`src/sv/uer_pkg.sv`:
```
// Package for the ultrasonic echo ranger: widths, phase codes, register map, shared structs.
package uer_pkg;

    localparam int COUNT_WIDTH = 16;

    localparam int TRIG_W  = 8;
    localparam int SCALE_W = 12;
    localparam int GAP_W   = 24;
    localparam int DIST_W  = 12;
    localparam int HUND_W  = 6;
    localparam int DIGIT_W = 4;

    localparam int DATA_W = 32;
    localparam int ADDR_W = 4;

    localparam int PROD_W         = COUNT_WIDTH + SCALE_W;
    localparam int DIST_FRAC_BITS = 16;
    localparam int DIST_Q_W       = 24;

    localparam logic [COUNT_WIDTH-1:0] COUNT_MAX = {COUNT_WIDTH{1'b1}};
    localparam logic [DIST_W-1:0]      DIST_MAX  = 12'd4095;
    localparam logic [GAP_W-1:0]       TRIG_LOW_TICKS = 24'd2;

    localparam logic [TRIG_W-1:0]  TRIG_HIGH_RESET = 8'd15;
    localparam logic [SCALE_W-1:0] SCALE_RESET     = 12'd1226;
    localparam logic [GAP_W-1:0]   GAP_RESET       = 24'd184332;

    // Constant division by reciprocal multiply, exact over the used ranges.
    localparam int DIV100_MUL   = 5243;
    localparam int DIV100_SHIFT = 19;
    localparam int DIV10_MUL    = 205;
    localparam int DIV10_SHIFT  = 11;

    typedef enum logic [1:0] {
        REG_TRIG_HIGH = 2'd0,
        REG_SCALE     = 2'd1,
        REG_GAP       = 2'd2
    } t_reg_idx;

    typedef enum logic [2:0] {
        PH_TRIG_LOW  = 3'd0,
        PH_TRIG_HIGH = 3'd1,
        PH_WAIT_ECHO = 3'd2,
        PH_COUNT     = 3'd3,
        PH_GAP       = 3'd4
    } t_phase;

    typedef struct packed {
        logic [TRIG_W-1:0]  trigger_high_ticks;
        logic [SCALE_W-1:0] scale_q16;
        logic [GAP_W-1:0]   gap_ticks;
    } t_cfg;

    typedef struct packed {
        logic              trigger;
        logic              done_res;
        logic [DIST_W-1:0] distance_cm;
        logic              overflow;
    } t_meas;

endpackage

```
`src/sv/uer_in_if.sv`:
```
// Input channel: one timer tick with the sampled echo level.
interface uer_in_if;
    logic valid;
    logic ready;
    logic echo;

    modport source (output valid, output echo, input ready);
    modport sink   (input valid, input echo, output ready);
endinterface

```
`src/sv/uer_out_if.sv`:
```
// Result channel: trigger level, completion flag, distance and its decimal digits.
interface uer_out_if;
    logic        valid;
    logic        ready;
    logic        trigger;
    logic        done_res;
    logic [11:0] distance_cm;
    logic [5:0]  hundreds;
    logic [3:0]  tens;
    logic [3:0]  ones;
    logic        overflow;

    modport source (output valid, output trigger, output done_res, output distance_cm,
                    output hundreds, output tens, output ones, output overflow,
                    input ready);
    modport sink   (input valid, input trigger, input done_res, input distance_cm,
                    input hundreds, input tens, input ones, input overflow,
                    output ready);
endinterface

```
`src/sv/uer_cfg.sv`:
```
// APB-style configuration registers for the echo ranger.
module uer_cfg import uer_pkg::*; (
    input  logic              i_clk,
    input  logic              i_rst_n,
    input  logic              psel,
    input  logic              penable,
    input  logic              pwrite,
    input  logic [ADDR_W-1:0] paddr,
    input  logic [DATA_W-1:0] pwdata,
    output logic [DATA_W-1:0] prdata,
    output logic              pready,
    output t_cfg              o_cfg
);

    logic [TRIG_W-1:0]  r_trig_high;
    logic [SCALE_W-1:0] r_scale;
    logic [GAP_W-1:0]   r_gap;
    logic               w_wr;
    t_reg_idx           w_idx;

    assign pready = 1'b1;
    assign w_wr   = psel && penable && pwrite;
    assign w_idx  = t_reg_idx'(paddr[ADDR_W-1:2]);

    always_ff @(posedge i_clk) begin
        if (!i_rst_n) begin
            r_trig_high <= TRIG_HIGH_RESET;
            r_scale     <= SCALE_RESET;
            r_gap       <= GAP_RESET;
        end else if (w_wr) begin
            case (w_idx)
                REG_TRIG_HIGH: r_trig_high <= pwdata[TRIG_W-1:0];
                REG_SCALE:     r_scale     <= pwdata[SCALE_W-1:0];
                REG_GAP:       r_gap       <= pwdata[GAP_W-1:0];
                default: begin
                    // drop writes beyond the register map
                end
            endcase
        end
    end

    always_comb begin
        case (w_idx)
            REG_TRIG_HIGH: prdata = DATA_W'(r_trig_high);
            REG_SCALE:     prdata = DATA_W'(r_scale);
            REG_GAP:       prdata = DATA_W'(r_gap);
            default:       prdata = '0;
        endcase
    end

    assign o_cfg.trigger_high_ticks = r_trig_high;
    assign o_cfg.scale_q16          = r_scale;
    assign o_cfg.gap_ticks          = r_gap;

endmodule

```
`src/sv/uer_ctrl.sv`:
```
// Phase sequencer and echo timer: input register, per-tick state update, measurement register.
module uer_ctrl import uer_pkg::*; (
    input  logic  i_clk,
    input  logic  i_rst_n,
    input  t_cfg  i_cfg,
    uer_in_if.sink i_echo_ch,
    output logic  o_meas_valid,
    input  logic  i_meas_ready,
    output t_meas o_meas
);

    logic                   r_in_valid;
    logic                   r_in_echo;
    logic                   r_m_valid;
    t_meas                  r_meas;
    t_phase                 r_phase;
    t_phase                 n_phase;
    logic [GAP_W-1:0]       r_ticks;
    logic [GAP_W-1:0]       n_ticks;
    logic [COUNT_WIDTH-1:0] r_count;
    logic [COUNT_WIDTH-1:0] n_count;
    logic                   r_sat;
    logic                   n_sat;

    logic                   w_fire;
    logic [GAP_W-1:0]       w_ticks_inc;
    logic [PROD_W-1:0]      w_prod;
    logic [DIST_Q_W-1:0]    w_q;
    t_meas                  w_meas;

    assign w_fire          = r_in_valid && (!r_m_valid || i_meas_ready);
    assign i_echo_ch.ready = !r_in_valid || w_fire;
    assign w_ticks_inc     = r_ticks + GAP_W'(1);

    // Next state
    always_comb begin
        n_phase = r_phase;
        n_ticks = r_ticks;
        n_count = r_count;
        n_sat   = r_sat;
        case (r_phase)
            PH_TRIG_HIGH: begin
                if (w_ticks_inc >= GAP_W'(i_cfg.trigger_high_ticks)) begin
                    n_phase = PH_WAIT_ECHO;
                    n_ticks = '0;
                end else begin
                    n_ticks = w_ticks_inc;
                end
            end
            PH_WAIT_ECHO: begin
                if (r_in_echo) begin
                    n_phase = PH_COUNT;
                    n_count = COUNT_WIDTH'(1);
                    n_sat   = 1'b0;
                end
            end
            PH_COUNT: begin
                if (r_in_echo) begin
                    if (r_count == COUNT_MAX) begin
                        n_sat = 1'b1;
                    end else begin
                        n_count = r_count + COUNT_WIDTH'(1);
                    end
                end else begin
                    n_ticks = '0;
                    n_phase = (i_cfg.gap_ticks == '0) ? PH_TRIG_LOW : PH_GAP;
                end
            end
            PH_GAP: begin
                if (w_ticks_inc >= i_cfg.gap_ticks) begin
                    n_phase = PH_TRIG_LOW;
                    n_ticks = '0;
                end else begin
                    n_ticks = w_ticks_inc;
                end
            end
            default: begin
                if (w_ticks_inc >= TRIG_LOW_TICKS) begin
                    n_phase = PH_TRIG_HIGH;
                    n_ticks = '0;
                end else begin
                    n_phase = PH_TRIG_LOW;
                    n_ticks = w_ticks_inc;
                end
            end
        endcase
    end

    // Outputs of this tick
    assign w_prod = PROD_W'(r_count) * PROD_W'(i_cfg.scale_q16);
    assign w_q    = DIST_Q_W'(w_prod >> DIST_FRAC_BITS);

    always_comb begin
        w_meas = '0;
        case (r_phase)
            PH_TRIG_HIGH: begin
                w_meas.trigger = 1'b1;
            end
            PH_COUNT: begin
                if (!r_in_echo) begin
                    w_meas.done_res    = 1'b1;
                    w_meas.distance_cm = (w_q > DIST_Q_W'(DIST_MAX)) ? DIST_MAX
                                                                     : w_q[DIST_W-1:0];
                    w_meas.overflow    = r_sat;
                end
            end
            default: begin
                w_meas = '0;
            end
        endcase
    end

    always_ff @(posedge i_clk) begin
        if (!i_rst_n) begin
            r_in_valid <= 1'b0;
            r_m_valid  <= 1'b0;
            r_phase    <= PH_TRIG_LOW;
            r_ticks    <= '0;
            r_count    <= '0;
            r_sat      <= 1'b0;
        end else begin
            if (i_echo_ch.valid && i_echo_ch.ready) begin
                r_in_valid <= 1'b1;
            end else if (w_fire) begin
                r_in_valid <= 1'b0;
            end
            if (w_fire) begin
                r_m_valid <= 1'b1;
                r_phase   <= n_phase;
                r_ticks   <= n_ticks;
                r_count   <= n_count;
                r_sat     <= n_sat;
            end else if (i_meas_ready) begin
                r_m_valid <= 1'b0;
            end
        end
    end

    always_ff @(posedge i_clk) begin
        if (i_echo_ch.valid && i_echo_ch.ready) begin
            r_in_echo <= i_echo_ch.echo;
        end
        if (w_fire) begin
            r_meas <= w_meas;
        end
    end

    assign o_meas_valid = r_m_valid;
    assign o_meas       = r_meas;

endmodule

```
`src/sv/uer_digits.sv`:
```
// Decimal split of the distance and the result register that drives the output channel.
module uer_digits import uer_pkg::*; (
    input  logic  i_clk,
    input  logic  i_rst_n,
    input  logic  i_meas_valid,
    output logic  o_meas_ready,
    input  t_meas i_meas,
    uer_out_if.source o_res_ch
);

    localparam int H_PROD_W = DIST_W + 13;
    localparam int REM_W    = 7;
    localparam int T_PROD_W = REM_W + 8;

    logic                r_valid;
    logic                r_trigger;
    logic                r_done;
    logic [DIST_W-1:0]   r_dist;
    logic [HUND_W-1:0]   r_hund;
    logic [DIGIT_W-1:0]  r_tens;
    logic [DIGIT_W-1:0]  r_ones;
    logic                r_ovf;

    logic [H_PROD_W-1:0] w_h_prod;
    logic [HUND_W-1:0]   w_hund;
    logic [DIST_W-1:0]   w_h100;
    logic [REM_W-1:0]    w_rem;
    logic [T_PROD_W-1:0] w_t_prod;
    logic [DIGIT_W-1:0]  w_tens;
    logic [DIGIT_W-1:0]  w_ones;
    logic                w_load;

    // hundreds = d / 100, then tens and ones from the remainder below 100
    assign w_h_prod = H_PROD_W'(i_meas.distance_cm) * H_PROD_W'(DIV100_MUL);
    assign w_hund   = HUND_W'(w_h_prod >> DIV100_SHIFT);
    assign w_h100   = DIST_W'(w_hund) * DIST_W'(100);
    assign w_rem    = REM_W'(i_meas.distance_cm - w_h100);
    assign w_t_prod = T_PROD_W'(w_rem) * T_PROD_W'(DIV10_MUL);
    assign w_tens   = DIGIT_W'(w_t_prod >> DIV10_SHIFT);
    assign w_ones   = DIGIT_W'(w_rem - (REM_W'(w_tens) * REM_W'(10)));

    assign o_meas_ready = !r_valid || o_res_ch.ready;
    assign w_load       = i_meas_valid && o_meas_ready;

    always_ff @(posedge i_clk) begin
        if (!i_rst_n) begin
            r_valid <= 1'b0;
        end else if (w_load) begin
            r_valid <= 1'b1;
        end else if (o_res_ch.ready) begin
            r_valid <= 1'b0;
        end
    end

    always_ff @(posedge i_clk) begin
        if (w_load) begin
            r_trigger <= i_meas.trigger;
            r_done    <= i_meas.done_res;
            r_dist    <= i_meas.distance_cm;
            r_hund    <= w_hund;
            r_tens    <= w_tens;
            r_ones    <= w_ones;
            r_ovf     <= i_meas.overflow;
        end
    end

    assign o_res_ch.valid       = r_valid;
    assign o_res_ch.trigger     = r_trigger;
    assign o_res_ch.done_res    = r_done;
    assign o_res_ch.distance_cm = r_dist;
    assign o_res_ch.hundreds    = r_hund;
    assign o_res_ch.tens        = r_tens;
    assign o_res_ch.ones        = r_ones;
    assign o_res_ch.overflow    = r_ovf;

endmodule

```
`src/sv/ultrasonic_echo_ranger.sv`:
```
// Top level of the ultrasonic echo ranger: config registers, sequencer, digit stage.
//
// Usage:
//   i_echo_ch carries one item per timer tick with the sampled echo level.
//   o_res_ch returns exactly one item per input item, in order: the trigger
//   level for that tick, done_res on the tick the echo falls, and on that
//   tick the distance in centimetres with hundreds, tens and ones digits and
//   the counter overflow flag (all zero on other ticks).
//   The APB-style port writes trigger_high_ticks (0x0), scale_q16 (0x4) and
//   gap_ticks (0x8); write only while no item is in flight.
// Timing:
//   Three register stages (input, sequencer, digit split). A result item is
//   offered from the digit register after the input and sequencer; one item
//   is taken and one delivered each cycle while the receiver keeps ready high.
// Reset:
//   Synchronous, active low. Empties the pipe, loads the register defaults
//   and restarts the sequence in the trigger-low phase with counts at zero.
// Stall:
//   A low ready on o_res_ch holds the result register; stages behind it keep
//   filling, and i_echo_ch.ready drops only once every stage holds an item.
module ultrasonic_echo_ranger import uer_pkg::*; (
    input  logic              i_clk,
    input  logic              i_rst_n,
    uer_in_if.sink            i_echo_ch,
    uer_out_if.source         o_res_ch,
    input  logic              psel,
    input  logic              penable,
    input  logic              pwrite,
    input  logic [ADDR_W-1:0] paddr,
    input  logic [DATA_W-1:0] pwdata,
    output logic [DATA_W-1:0] prdata,
    output logic              pready
);

    t_cfg  w_cfg;
    t_meas w_meas;
    logic  w_meas_valid;
    logic  w_meas_ready;

    // Configuration registers, taken as written with no shadowing
    uer_cfg u_cfg (
        .i_clk   (i_clk),
        .i_rst_n (i_rst_n),
        .psel    (psel),
        .penable (penable),
        .pwrite  (pwrite),
        .paddr   (paddr),
        .pwdata  (pwdata),
        .prdata  (prdata),
        .pready  (pready),
        .o_cfg   (w_cfg)
    );

    // Advance the phase sequence one tick per item and time the echo pulse
    uer_ctrl u_ctrl (
        .i_clk        (i_clk),
        .i_rst_n      (i_rst_n),
        .i_cfg        (w_cfg),
        .i_echo_ch    (i_echo_ch),
        .o_meas_valid (w_meas_valid),
        .i_meas_ready (w_meas_ready),
        .o_meas       (w_meas)
    );

    // Split the distance into decimal digits and hold the result item
    uer_digits u_digits (
        .i_clk        (i_clk),
        .i_rst_n      (i_rst_n),
        .i_meas_valid (w_meas_valid),
        .o_meas_ready (w_meas_ready),
        .i_meas       (w_meas),
        .o_res_ch     (o_res_ch)
    );

endmodule
```
`src/flat_wrapper.sv`:
```
// flat-port wrapper written by rule: the top's interface ports become plain ports
module ultrasonic_echo_ranger_flat import uer_pkg::*;
  (i_clk, i_rst_n, psel, penable, pwrite, paddr, pwdata, prdata, pready, i_echo_ch_valid, i_echo_ch_echo, i_echo_ch_ready, o_res_ch_valid, o_res_ch_trigger, o_res_ch_done_res, o_res_ch_distance_cm, o_res_ch_hundreds, o_res_ch_tens, o_res_ch_ones, o_res_ch_overflow, o_res_ch_ready);
  uer_in_if i_echo_ch_i ();
  uer_out_if o_res_ch_i ();
  input  logic i_clk;
  input  logic i_rst_n;
  input  logic psel;
  input  logic penable;
  input  logic pwrite;
  input  logic [ADDR_W-1:0] paddr;
  input  logic [DATA_W-1:0] pwdata;
  output logic [DATA_W-1:0] prdata;
  output logic pready;
  input wire logic [$bits(i_echo_ch_i.valid)-1:0] i_echo_ch_valid;
  input wire logic [$bits(i_echo_ch_i.echo)-1:0] i_echo_ch_echo;
  output wire logic [$bits(i_echo_ch_i.ready)-1:0] i_echo_ch_ready;
  output wire logic [$bits(o_res_ch_i.valid)-1:0] o_res_ch_valid;
  output wire logic [$bits(o_res_ch_i.trigger)-1:0] o_res_ch_trigger;
  output wire logic [$bits(o_res_ch_i.done_res)-1:0] o_res_ch_done_res;
  output wire logic [$bits(o_res_ch_i.distance_cm)-1:0] o_res_ch_distance_cm;
  output wire logic [$bits(o_res_ch_i.hundreds)-1:0] o_res_ch_hundreds;
  output wire logic [$bits(o_res_ch_i.tens)-1:0] o_res_ch_tens;
  output wire logic [$bits(o_res_ch_i.ones)-1:0] o_res_ch_ones;
  output wire logic [$bits(o_res_ch_i.overflow)-1:0] o_res_ch_overflow;
  input wire logic [$bits(o_res_ch_i.ready)-1:0] o_res_ch_ready;
  assign i_echo_ch_i.valid = i_echo_ch_valid;
  assign i_echo_ch_i.echo = i_echo_ch_echo;
  assign i_echo_ch_ready = i_echo_ch_i.ready;
  assign o_res_ch_valid = o_res_ch_i.valid;
  assign o_res_ch_trigger = o_res_ch_i.trigger;
  assign o_res_ch_done_res = o_res_ch_i.done_res;
  assign o_res_ch_distance_cm = o_res_ch_i.distance_cm;
  assign o_res_ch_hundreds = o_res_ch_i.hundreds;
  assign o_res_ch_tens = o_res_ch_i.tens;
  assign o_res_ch_ones = o_res_ch_i.ones;
  assign o_res_ch_overflow = o_res_ch_i.overflow;
  assign o_res_ch_i.ready = o_res_ch_ready;
  ultrasonic_echo_ranger u_core (.i_clk(i_clk), .i_rst_n(i_rst_n), .i_echo_ch(i_echo_ch_i), .o_res_ch(o_res_ch_i), .psel(psel), .penable(penable), .pwrite(pwrite), .paddr(paddr), .pwdata(pwdata), .prdata(prdata), .pready(pready));
endmodule
```
`config.mk`:
```
export PLATFORM = sky130hd
export DESIGN_NAME = ultrasonic_echo_ranger_flat
export DESIGN_NICKNAME = d
export VERILOG_FILES = /design/src/sv/uer_pkg.sv /design/src/sv/uer_in_if.sv /design/src/sv/uer_out_if.sv /design/src/sv/uer_cfg.sv /design/src/sv/uer_ctrl.sv /design/src/sv/uer_digits.sv /design/src/sv/ultrasonic_echo_ranger.sv /design/src/flat_wrapper.sv
export SDC_FILE = /design/constraint.sdc
export NUM_CORES = 1
export LEC_CHECK = 0
export BUFFER_PORTS_ARGS = -buffer_cell sky130_fd_sc_hd__buf_2
export CAP_MARGIN = 0
export CORE_ASPECT_RATIO = 1.4
export CORE_MARGIN = 2
export CORE_UTILIZATION = 45
export CTS_BUF_LIST = sky130_fd_sc_hd__clkbuf_4 sky130_fd_sc_hd__clkbuf_8
export DETAILED_ROUTE_END_ITERATION = 12
export PLACE_DENSITY_LB_ADDON = 0.3
export SETUP_SLACK_MARGIN = 0.4
export SKIP_LAST_GASP = 1
export SYNTH_ARGS = -nofsm -noshare
export SYNTH_HDL_FRONTEND = slang
export SYNTH_HIERARCHICAL = 1
export SYNTH_SLANG_ARGS = --single-unit
export TNS_END_PERCENT = 30
```
`constraint.sdc`:
```
create_clock -name i_clk -period 13.9 [get_ports i_clk]
set_input_delay 2.085 -clock i_clk [delete_from_list [all_inputs] [get_ports i_clk]]
set_output_delay 2.085 -clock i_clk [all_outputs]
set_load 0.01 [all_outputs]
```
==> results of run 1 <==
==> kinds of logic after synthesis <==
| logic type | Yosys count | share of synthesized area [%] |
|---|---|---|
| and+or+nand+nor | 535 | 16.19 |
| buffers and inverters | 457 | 10.99 |
| DFF | 135 | 18.76 |
| other | 2 | 0.04483 |
| adders and majority gates | 412 | 39.41 |
| xor gates and xnor gates | 73 | 3.996 |
| AOI/OAI and AO/OA | 183 | 8.096 |
| muxes | 42 | 2.510 |
==> registers in the layout (all words and copies together) (netlist names) <==
register                              count
u_core/u_ctrl/r_in_valid                  1
u_core/u_digits/o_res_ch.valid            1
u_core/u_digits/o_res_ch.trigger          1
u_core/u_ctrl/r_ticks                    24
u_core/u_ctrl/r_count                    16
u_core/u_ctrl/r_phase                     3
u_core/u_ctrl/o_meas                     15
u_core/u_cfg/r_trig_high                  8
u_core/u_cfg/r_scale                     12
u_core/u_ctrl/o_meas_valid                1
u_core/u_digits/o_res_ch.ones             3
u_core/u_cfg/r_gap                       24
u_core/u_digits/o_res_ch.distance_cm     12
u_core/u_digits/o_res_ch.done_res         1
u_core/u_digits/o_res_ch.tens             4
u_core/u_ctrl/r_sat                       1
u_core/u_digits/o_res_ch.overflow         1
u_core/u_digits/o_res_ch.hundreds         6
u_core/u_ctrl/r_in_echo                   1
==> area by class of cell <==
class                      count  share of cell area [%]
clock buffer                  17                   1.314
clock inverter                15                  0.8224
inverter                     379                   7.992
multi-input combinational   1254                   66.29
sequential                   135                   17.66
tap                          467                   3.283
timing repair buffer          92                   2.643
==> final timing paths <==
kind	startpoint	to	slack, ns	depth (start not counted)
worst max-delay path	u_core/u_ctrl/o_meas[7]	u_core/u_digits/o_res_ch.ones[3]	3.33	41
worst min register to register	u_core/u_ctrl/o_meas[14]	u_core/u_digits/o_res_ch.trigger	0.42	0
worst max register to register	u_core/u_ctrl/o_meas[7]	u_core/u_digits/o_res_ch.ones[3]	3.33	41
worst min-delay path	u_core/u_ctrl/o_meas[14]	u_core/u_digits/o_res_ch.trigger	0.42	0
==> routing by layer <==
metal / up-vias / share of wire (%)
met1: 6067 / 37
met4: 0 / 2.9
li1: 5954 / -
met5: - / 0
met2: 263 / 56
met3: 73 / 3.6
==> worst max-delay path, delay by kind of cell, from the launching register on <==
kind                       cells  cell delay (ns)
and+or+nand+nor                3             0.43
AOI/OAI and AO/OA              8             1.53
xor gates and xnor gates       8             1.36
buffers and inverters          8             0.53
DFF                            1             0.68
adders and majority gates     14             5.79
==> synthesized netlist by cell type, types with 42 or more instances <==
cell,instances
a21oi_1,45
and2_1,83
clkbuf_1,48
dfxtp_1,91
edfxtp_1,44
fa_1,193
ha_1,218
inv_1,379
mux2i_1,42
nand2_1,219
nor2_1,60
xnor2_1,42
==> per-stage QoR <==
stage / hold slack, ns / instance area [um^2] / setup slack, ns / std cells / utilization, %
2_1_floorplan: 0.4003 / 16780 / 4.271 / 1846 / -
3_3_place_gp: 0.4117 / 17420 / 3.556 / 2327 / 47.52
3_5_place_dp: 0.4075 / 17420 / 3.281 / 2327 / 47.52
4_1_cts: 0.4276 / 17800 / 3.247 / 2359 / 48.55
5_1_grt: 0.4329 / 17800 / 2.574 / 2359 / 48.55
6_report: 0.4236 / 17800 / 3.331 / 2359 / 48.55
==> qor.yml, run 1 <==
logic_synthesis:
  yosys_warnings: 6
  synth-seq-cells: 135
  synth_area_leaders: "fa_1 (23%), ha_1 (16%), dfxtp_1 (11%)"
  synth-edff-count: 44
  syn_area_per_cell_um2: 9.109
  syn_area_um2: 16750
  async_flop_share_pct: 0
  yosys_most_used_dff: "dfxtp_1"
  synth_top_area_share_pct: 23.06
  synth_cell_types: 84
  yosysTopAreaCell: "fa_1"
  ys_seq_area_share_pct: 18.76
  synthCells: 1839
floorplanning:
  dieArea_um2: 38810
  die_h_um: 232.3
  io-pin-count: 108
  start_util_pct: 45.70
  die-width_um: 167.1
  core.rowCount: 83
  core_um2: 36660
global_route:
  globalRouteTotalUtil_pct: 20.92
  grt_start_max_net_pins: 67
  antenna_found_initial: 0
  grt_pass1_vias: 13350
  grt.met1_usage_pct: 21.46
  grt_remaining_overflow: 0
  top_usage_layer: "met2"
  grt_pass1_wl_um: 64800
  grt_use_met2_pct: 42.23
  use_met3_pct: 3.204
hold_path:
  hold_class: "reg2reg"
placed_design:
  post-dp-hpwl_um: 31460
  numPortBuffers: 88
  routabilityCongestion: 0.8765
worst_setup_path:
  worstPathArrival_ns: 10.81
  critPathMaxStageDelay_ns: 0.68
  cpMaxStageDelayCell: "edfxtp_1"
  end_kind: "flip-flop"
  cp_max_fo: 7
  worst-setup-path-type: "reg2reg"
  crit_path_start_kind: "flip-flop"
  required_ns: 14.14
sta:
  skew_ns: 0.02363
  slew_headroom_pct: 18.90
  rsz0062_at_grt: "false"
  hold_violations: 0
  tightest_slew_ns: 1.209
  period_minus_slack_ns: 10.57
  max_freq_mhz: 94.62
  tns_ns: 0
  drv_slew: 0
  setup_viol: 0
  period_share_pct: 76.04
cells_and_area:
  most-common-layout-cells: "inv_1 (379), nand2_1 (219), ha_1 (218), fa_1 (193), dfxtp_1 (91)"
  ff_latch_area_um2: 3143
  antenna_cells: 0
  final_common_cell: "inv_1"
  drive_above_1_share_pct: 8.774
  nFillCells: 3500
  multi_input_area_um2: 11800
  finalNetCount: 2334
  area_growth_pct: 6.252
clocking:
  ctsHoldBuffers: 0
  cts_sinks: 135
  cts_buffer_depth: 2
  cts_made_buffers: 17
  worstSkewPairLatency_ns: 0.50
  post-cts-setup-buffers: 0
  clockRootBuffer: "clkbuf_8"
  clkSlewWorstSetupHoldPaths_ns: 0.09
  cts-resized-gates: 0
  htreeDepth: 4
  cts_tree: "done"
run_status:
  outcome: "finished, final reports clean"
flow_run:
  maxCapViolCount: 0
drt:
  ant_nets: 0
  drt-total-wl_um: 38730
  dr.pass1.iters: 5
  drc_errors: 0
  wl_per_cell_um: 16.42
  viasPerCell: 5.238
  vias: 12360
  drt_iter0_drc: 452
Power of run 1 is left out: the tool's default activity adds up to more than one toggle a clock period on the data nets, which glitch-free logic cannot reach.
==> inputs of run 2 (changes only) <==
ABC_AREA = 1   (was default)
clock period = 10.26 ns   (was 13.9 ns; I/O delays follow)
==> qor.yml, run 2 <==
worst_setup_path:
  endpoint: "u_core/u_digits/o_res_ch.ones[3]"
  required_ns: 10.49
  worst-setup-path-type: "reg2reg"
  cpMaxStageDelayCell: "fa_1"
  startpoint: "u_core/u_ctrl/o_meas[9]"
  r2r_end: "u_core/u_digits/o_res_ch.ones[3]"
  end_kind: "flip-flop"
  ff2ff_path_depth: 53
  r2r_setup_slack_ns: 0.65
  critPathMostFrequentCell: "nand2_2"
  rr_startpoint: "u_core/u_ctrl/o_meas[9]"
  critPathMaxStageDelay_ns: 0.54
  cp_max_fo: 3
  crit_path_start_kind: "flip-flop"
  worstPathArrival_ns: 9.84
global_route:
  grt_pass1_wl_um: 73700
  top_usage_layer: "met2"
  grt_remaining_overflow: 0
  use_met3_pct: 2.103
  globalRouteTotalUtil_pct: 22.77
  antenna_found_initial: 1
  grt.met1_usage_pct: 26.28
  grt_start_max_net_pins: 51
  grt_use_met2_pct: 41.90
  grt_pass1_vias: 15290
clocking:
  cts_sinks: 135
  cts_made_buffers: 17
  cts_tree: "done"
  htreeDepth: 4
  cts_buffer_depth: 2
  worstSkewPairLatency_ns: 0.48
  clkSlewWorstSetupHoldPaths_ns: 0.10
  ctsHoldBuffers: 0
  clockRootBuffer: "clkbuf_8"
floorplanning:
  die_h_um: 238.9
  core_um2: 39170
  io-pin-count: 108
  start_util_pct: 45.27
  die-width_um: 171.8
  core.rowCount: 86
  dieArea_um2: 41030
placed_design:
  routabilityCongestion: 0.8798
  post-dp-hpwl_um: 35690
  numPortBuffers: 88
logic_synthesis:
  yosys_warnings: 6
  yosysMostFrequentCell: "inv_1"
  synth_cell_types: 51
  syn_area_per_cell_um2: 7.476
  yosysTopAreaCell: "fa_1"
  ys_top_cells_by_count: "inv_1 (571), nand2_1 (552), ha_1 (218), fa_1 (193), nor2_1 (168)"
  synth_top_area_share_pct: 21.79
  synth-edff-count: 44
  synthCells: 2372
  async_flop_share_pct: 0
  yosys_most_used_dff: "dfxtp_1"
  ys_seq_area_share_pct: 17.73
  synth-seq-cells: 135
  syn_area_um2: 17730
  synth_area_leaders: "fa_1 (22%), ha_1 (15%), inv_1 (12%)"
drt:
  drc_errors: 0
  viasPerCell: 5.077
  vias: 15110
  dr.pass1.iters: 5
  drt_iter0_drc: 866
  ant_nets: 0
  drt-total-wl_um: 45600
  wl_per_cell_um: 15.32
power:
  power_density_nw_per_um2: 161.2
  ir_drop_v: 0.0002256
  leakagePower_nw: 10.43
sta:
  hold_violations: 0
  tightest_slew_ns: 1.067
  drv_slew: 0
  slew_headroom_pct: 28.77
  rsz0062_at_grt: "false"
  max_freq_mhz: 104.1
  skew_ns: 0.01954
  period_minus_slack_ns: 9.609
  period_share_pct: 93.65
  tns_ns: 0
  setup_viol: 0
cells_and_area:
  nFillCells: 3860
  most-common-layout-cells: "inv_1 (556), nand2_1 (535), ha_1 (193), fa_1 (190), nor2_1 (162)"
  final_common_cell: "inv_1"
  drive_above_1_share_pct: 12.71
  area_growth_pct: 10.37
  fin_util_pct: 49.97
  finalNetCount: 2889
  reg_top3: "u_core/u_cfg/r_gap (24), u_core/u_ctrl/r_ticks (24), u_core/u_ctrl/r_count (16)"
hold_path:
  hold_class: "reg2reg"
flow_run:
  maxCapViolCount: 0
run_status:
  outcome: "finished, final reports clean"
## run 2: layout make-up
class,count,area [um^2],share of cell area (%)
Clock buffer,18,241.5,1.234
Inverter,577,2166,11.07
Antenna cell,1,2.502,0.01279
Multi-Input combinational cell,1585,12550,64.10
Timing Repair Buffer,118,673.1,3.439
Sequential cell,135,3143,16.06
Clock inverter,14,138.9,0.7096
Tap cell,528,660.6,3.376
## run 2: power breakdown
part | switching [W] | leakage [nW] | internal (W) | total, W
Sequential | 0.0000191 | 1.16 | 0.000644 | 0.000663
Clock | 0.000240 | 0.188 | 0.000200 | 0.000441
Combinational | 0.00116 | 9.09 | 0.000889 | 0.00205
## run 2: through the flow
stage               power (W)  cells  instance area, um^2  setup WS [ns]  hold WS (ns)
CTS                  0.002721   2969                19100         0.4100        0.4175
floorplan            0.001884   2379                17760         0.9016        0.4003
global placement     0.002179   2927                18580         0.3054        0.4048
detailed placement   0.002214   2927                18580         0.1122        0.4084
global route         0.003446   2976                19570         0.2050        0.4234
finish               0.003156   2976                19570         0.6514        0.4144
## run 2: what timing repair did
item                                   in CTS  in global routing
endpoints found under the hold margin       0                  0
pin swaps                                   5                 58
setup buffers                              10                  6
setup endpoints to repair                   1                  2
gates resized for setup                    12                 87
## run 2: worst min-delay path by stage
stage	start	to	slack (ns)	cells past startpoint
floorplan	u_core/u_ctrl/o_meas[13]	u_core/u_digits/o_res_ch.done_res	0.40	0
global placement	u_core/u_ctrl/o_meas[0]	u_core/u_digits/o_res_ch.overflow	0.40	0
detailed placement	u_core/u_ctrl/o_meas[14]	u_core/u_digits/o_res_ch.trigger	0.41	0
CTS	u_core/u_ctrl/o_meas[14]	u_core/u_digits/o_res_ch.trigger	0.42	0
global route	u_core/u_ctrl/o_meas[0]	u_core/u_digits/o_res_ch.overflow	0.42	0
finish	u_core/u_ctrl/o_meas[14]	u_core/u_digits/o_res_ch.trigger	0.41	0
## run 2: logic make-up after synthesis
group / count (synthesis) / synth area share, %
AO/OA/AOI/OAI: 187 / 6.047
other: 2 / 0.04235
flip-flops: 135 / 17.73
adder cells (fa/ha/maj): 411 / 37.17
XOR/XNOR: 26 / 1.284
AND/OR/NAND/NOR: 952 / 23.23
buffers and inverters: 659 / 14.50
## run 2: routing by layer
layer	vias up	routed length [um]	share of wire, %
met4	0	2016	4.4
met1	7255	17790	39
li1	7310	-	-
met2	410	23870	52
met5	-	0	0
met3	133	1919	4.2
## run 2: worst max-delay path: cells and delay by family (launching register included)
family	cells	cell delay (ns)
buffers and inverters	10	0.74
flip-flops	1	0.47
adder cells (fa/ha/maj)	15	5.16
AO/OA/AOI/OAI	3	0.58
XOR/XNOR	3	0.48
AND/OR/NAND/NOR	22	1.92
Note: power is estimated with default switching activity, not from simulation.
==> inputs of run 3 (changes only) <==
GPL_TIMING_DRIVEN = 0   (was default)
SETUP_SLACK_MARGIN = 0.02   (was 0.4)
==> qor.yml, run 3 (synthesized netlist as in run 2, its figures left out) <==
global_route:
  top_usage_layer: "met2"
  grt_remaining_overflow: 0
  antenna_found_initial: 2
  grt_start_max_net_pins: 29
  grt_pass1_wl_um: 76330
  use_met3_pct: 2.599
  grt.met1_usage_pct: 26.13
  globalRouteTotalUtil_pct: 23.73
  grt_pass1_vias: 15550
  grt_use_met2_pct: 44.87
sta:
  holdWs_ns: 0.4491
  fin_ws_ns: 0.3843
  tns_ns: 0
  setup_viol: 0
  slew_headroom_pct: 20.16
  hold_violations: 0
  period_minus_slack_ns: 9.876
  max_freq_mhz: 101.3
  period_share_pct: 96.25
  skew_ns: 0.02046
  drv_slew: 0
  tightest_slew_ns: 1.189
placed_design:
  place_area_um2: 18870
  numPortBuffers: 88
  post-dp-hpwl_um: 39690
  place_inst: 2995
  post-place-ws_ns: -0.1666
  routabilityCongestion: 0.9476
worst_setup_path:
  critical_path.top_delay_family: "adder cells"
  critPathMaxStageDelay_ns: 0.59
  required_ns: 10.50
  worstPathArrival_ns: 10.12
  cp_max_fo: 6
  critPathMostFrequentCell: "nand2_1"
  worst-setup-path-type: "reg2reg"
  cpMaxStageDelayCell: "fa_1"
  path_buf_inv: 10
  crit_path_start_kind: "flip-flop"
  end_kind: "flip-flop"
clocking:
  cts_made_buffers: 17
  ctsHoldBuffers: 0
  cts_tree: "done"
  cts_buffer_depth: 2
  clockRootBuffer: "clkbuf_8"
  cts_sinks: 135
  clkSlewWorstSetupHoldPaths_ns: 0.08
  worstSkewPairLatency_ns: 0.49
  htreeDepth: 4
floorplanning:
  io-pin-count: 108
  die-width_um: 171.8
  start_util_pct: 45.27
  core.rowCount: 86
  die_h_um: 238.9
  dieArea_um2: 41030
  core_um2: 39170
cells_and_area:
  ff_latch_area_um2: 3143
  final_common_cell: "inv_1"
  multi_input_area_um2: 12310
  finalNetCount: 2966
  reg_top3: "u_core/u_cfg/r_gap (24), u_core/u_ctrl/r_ticks (24), u_core/u_ctrl/r_count (16)"
  drive_above_1_share_pct: 11.57
  most-common-layout-cells: "inv_1 (568), nand2_1 (541), ha_1 (206), fa_1 (192), nor2_1 (165)"
  design_area_um2: 19720
  area_growth_pct: 11.22
  final_cells: 3054
  nFillCells: 3849
drt:
  wl_per_cell_um: 15.42
  drt_iter0_drc: 809
  drt-total-wl_um: 47100
  vias: 15210
  ant_nets: 0
  drc_errors: 0
  dr.pass1.iters: 6
  viasPerCell: 4.981
hold_path:
  hold_class: "reg2reg"
flow_run:
  maxCapViolCount: 0
power:
  leakagePower_nw: 10.60
  power_density_nw_per_um2: 156.4
  ir_drop_v: 0.0002111
run_status:
  outcome: "finished, final reports clean"
[run 3: cell types whose count changed in the layout (fill, tap and decap cells not counted), sizes merged, moves of 2 or more]
cell | previous run | this run
diode | 1 | 3
bufinv | 1 | 3
buf | 118 | 143
inv | 583 | 578
clkinvlp | 3 | 1
clkinv | 4 | 6
clkbuf | 18 | 71
[run 3: final timing paths]
kind | from | slack (ns) | end | depth (start not counted)
worst max-delay path | u_core/u_ctrl/o_meas[9] | 0.38 | u_core/u_digits/o_res_ch.ones[3] | 51
worst min-delay path | u_core/u_ctrl/o_meas[13] | 0.45 | u_core/u_digits/o_res_ch.done_res | 0
worst max register to register | u_core/u_ctrl/o_meas[9] | 0.38 | u_core/u_digits/o_res_ch.ones[3] | 51
worst min register to register | u_core/u_ctrl/o_meas[13] | 0.45 | u_core/u_digits/o_res_ch.done_res | 0
[run 3: what timing repair did]
action / in CTS / in global routing
setup buffers: 10 / 15
setup endpoints to repair: 1 / 2
resized for setup: 0 / 45
pin swaps: 0 / 25
[run 3: where the power goes]
part | switching, W | leakage (nW) | internal [W]
Sequential | 0.0000126 | 1.16 | 0.000644
Combinational | 0.00114 | 9.24 | 0.000819
Clock | 0.000223 | 0.208 | 0.000248
Total | 0.00137 | 10.6 | 0.00171
[run 3: metal layers]
metal / part of all wire [%] / wire (um)
met1: 39 / 18200
met2: 54 / 25340
met3: 3.2 / 1523
met4: 4.3 / 2037
met5: 0 / 0
[run 3: worst reg2reg max path, delay by kind of cell, from the launching register on]
kind                     cells  cell delay [ns]
AO/OA/AOI/OAI                2             0.25
buffers and inverters       10             0.53
flip-flops                   1             0.51
adder cells (fa/ha/maj)     15             5.81
AND/OR/NAND/NOR             21             1.97
XOR/XNOR                     3             0.52
[run 3: stage by stage]
step,utilization (%),power [W]
finish,50.35,0.003084
CTS,49.41,0.002780
floorplan,-,0.001884
detailed placement,48.18,0.002290
global route,50.35,0.003370
global placement,48.15,0.002213
[run 3: final cells by class]
cell class	instances	area share, %
tap	528	3.350
timing repair buffer	113	3.185
multi-input combinational	1585	62.40
inverter	577	10.98
antenna	3	0.03807
clock buffer	20	1.301
sequential	135	15.94
clock inverter	11	0.7550
buffer	82	2.056
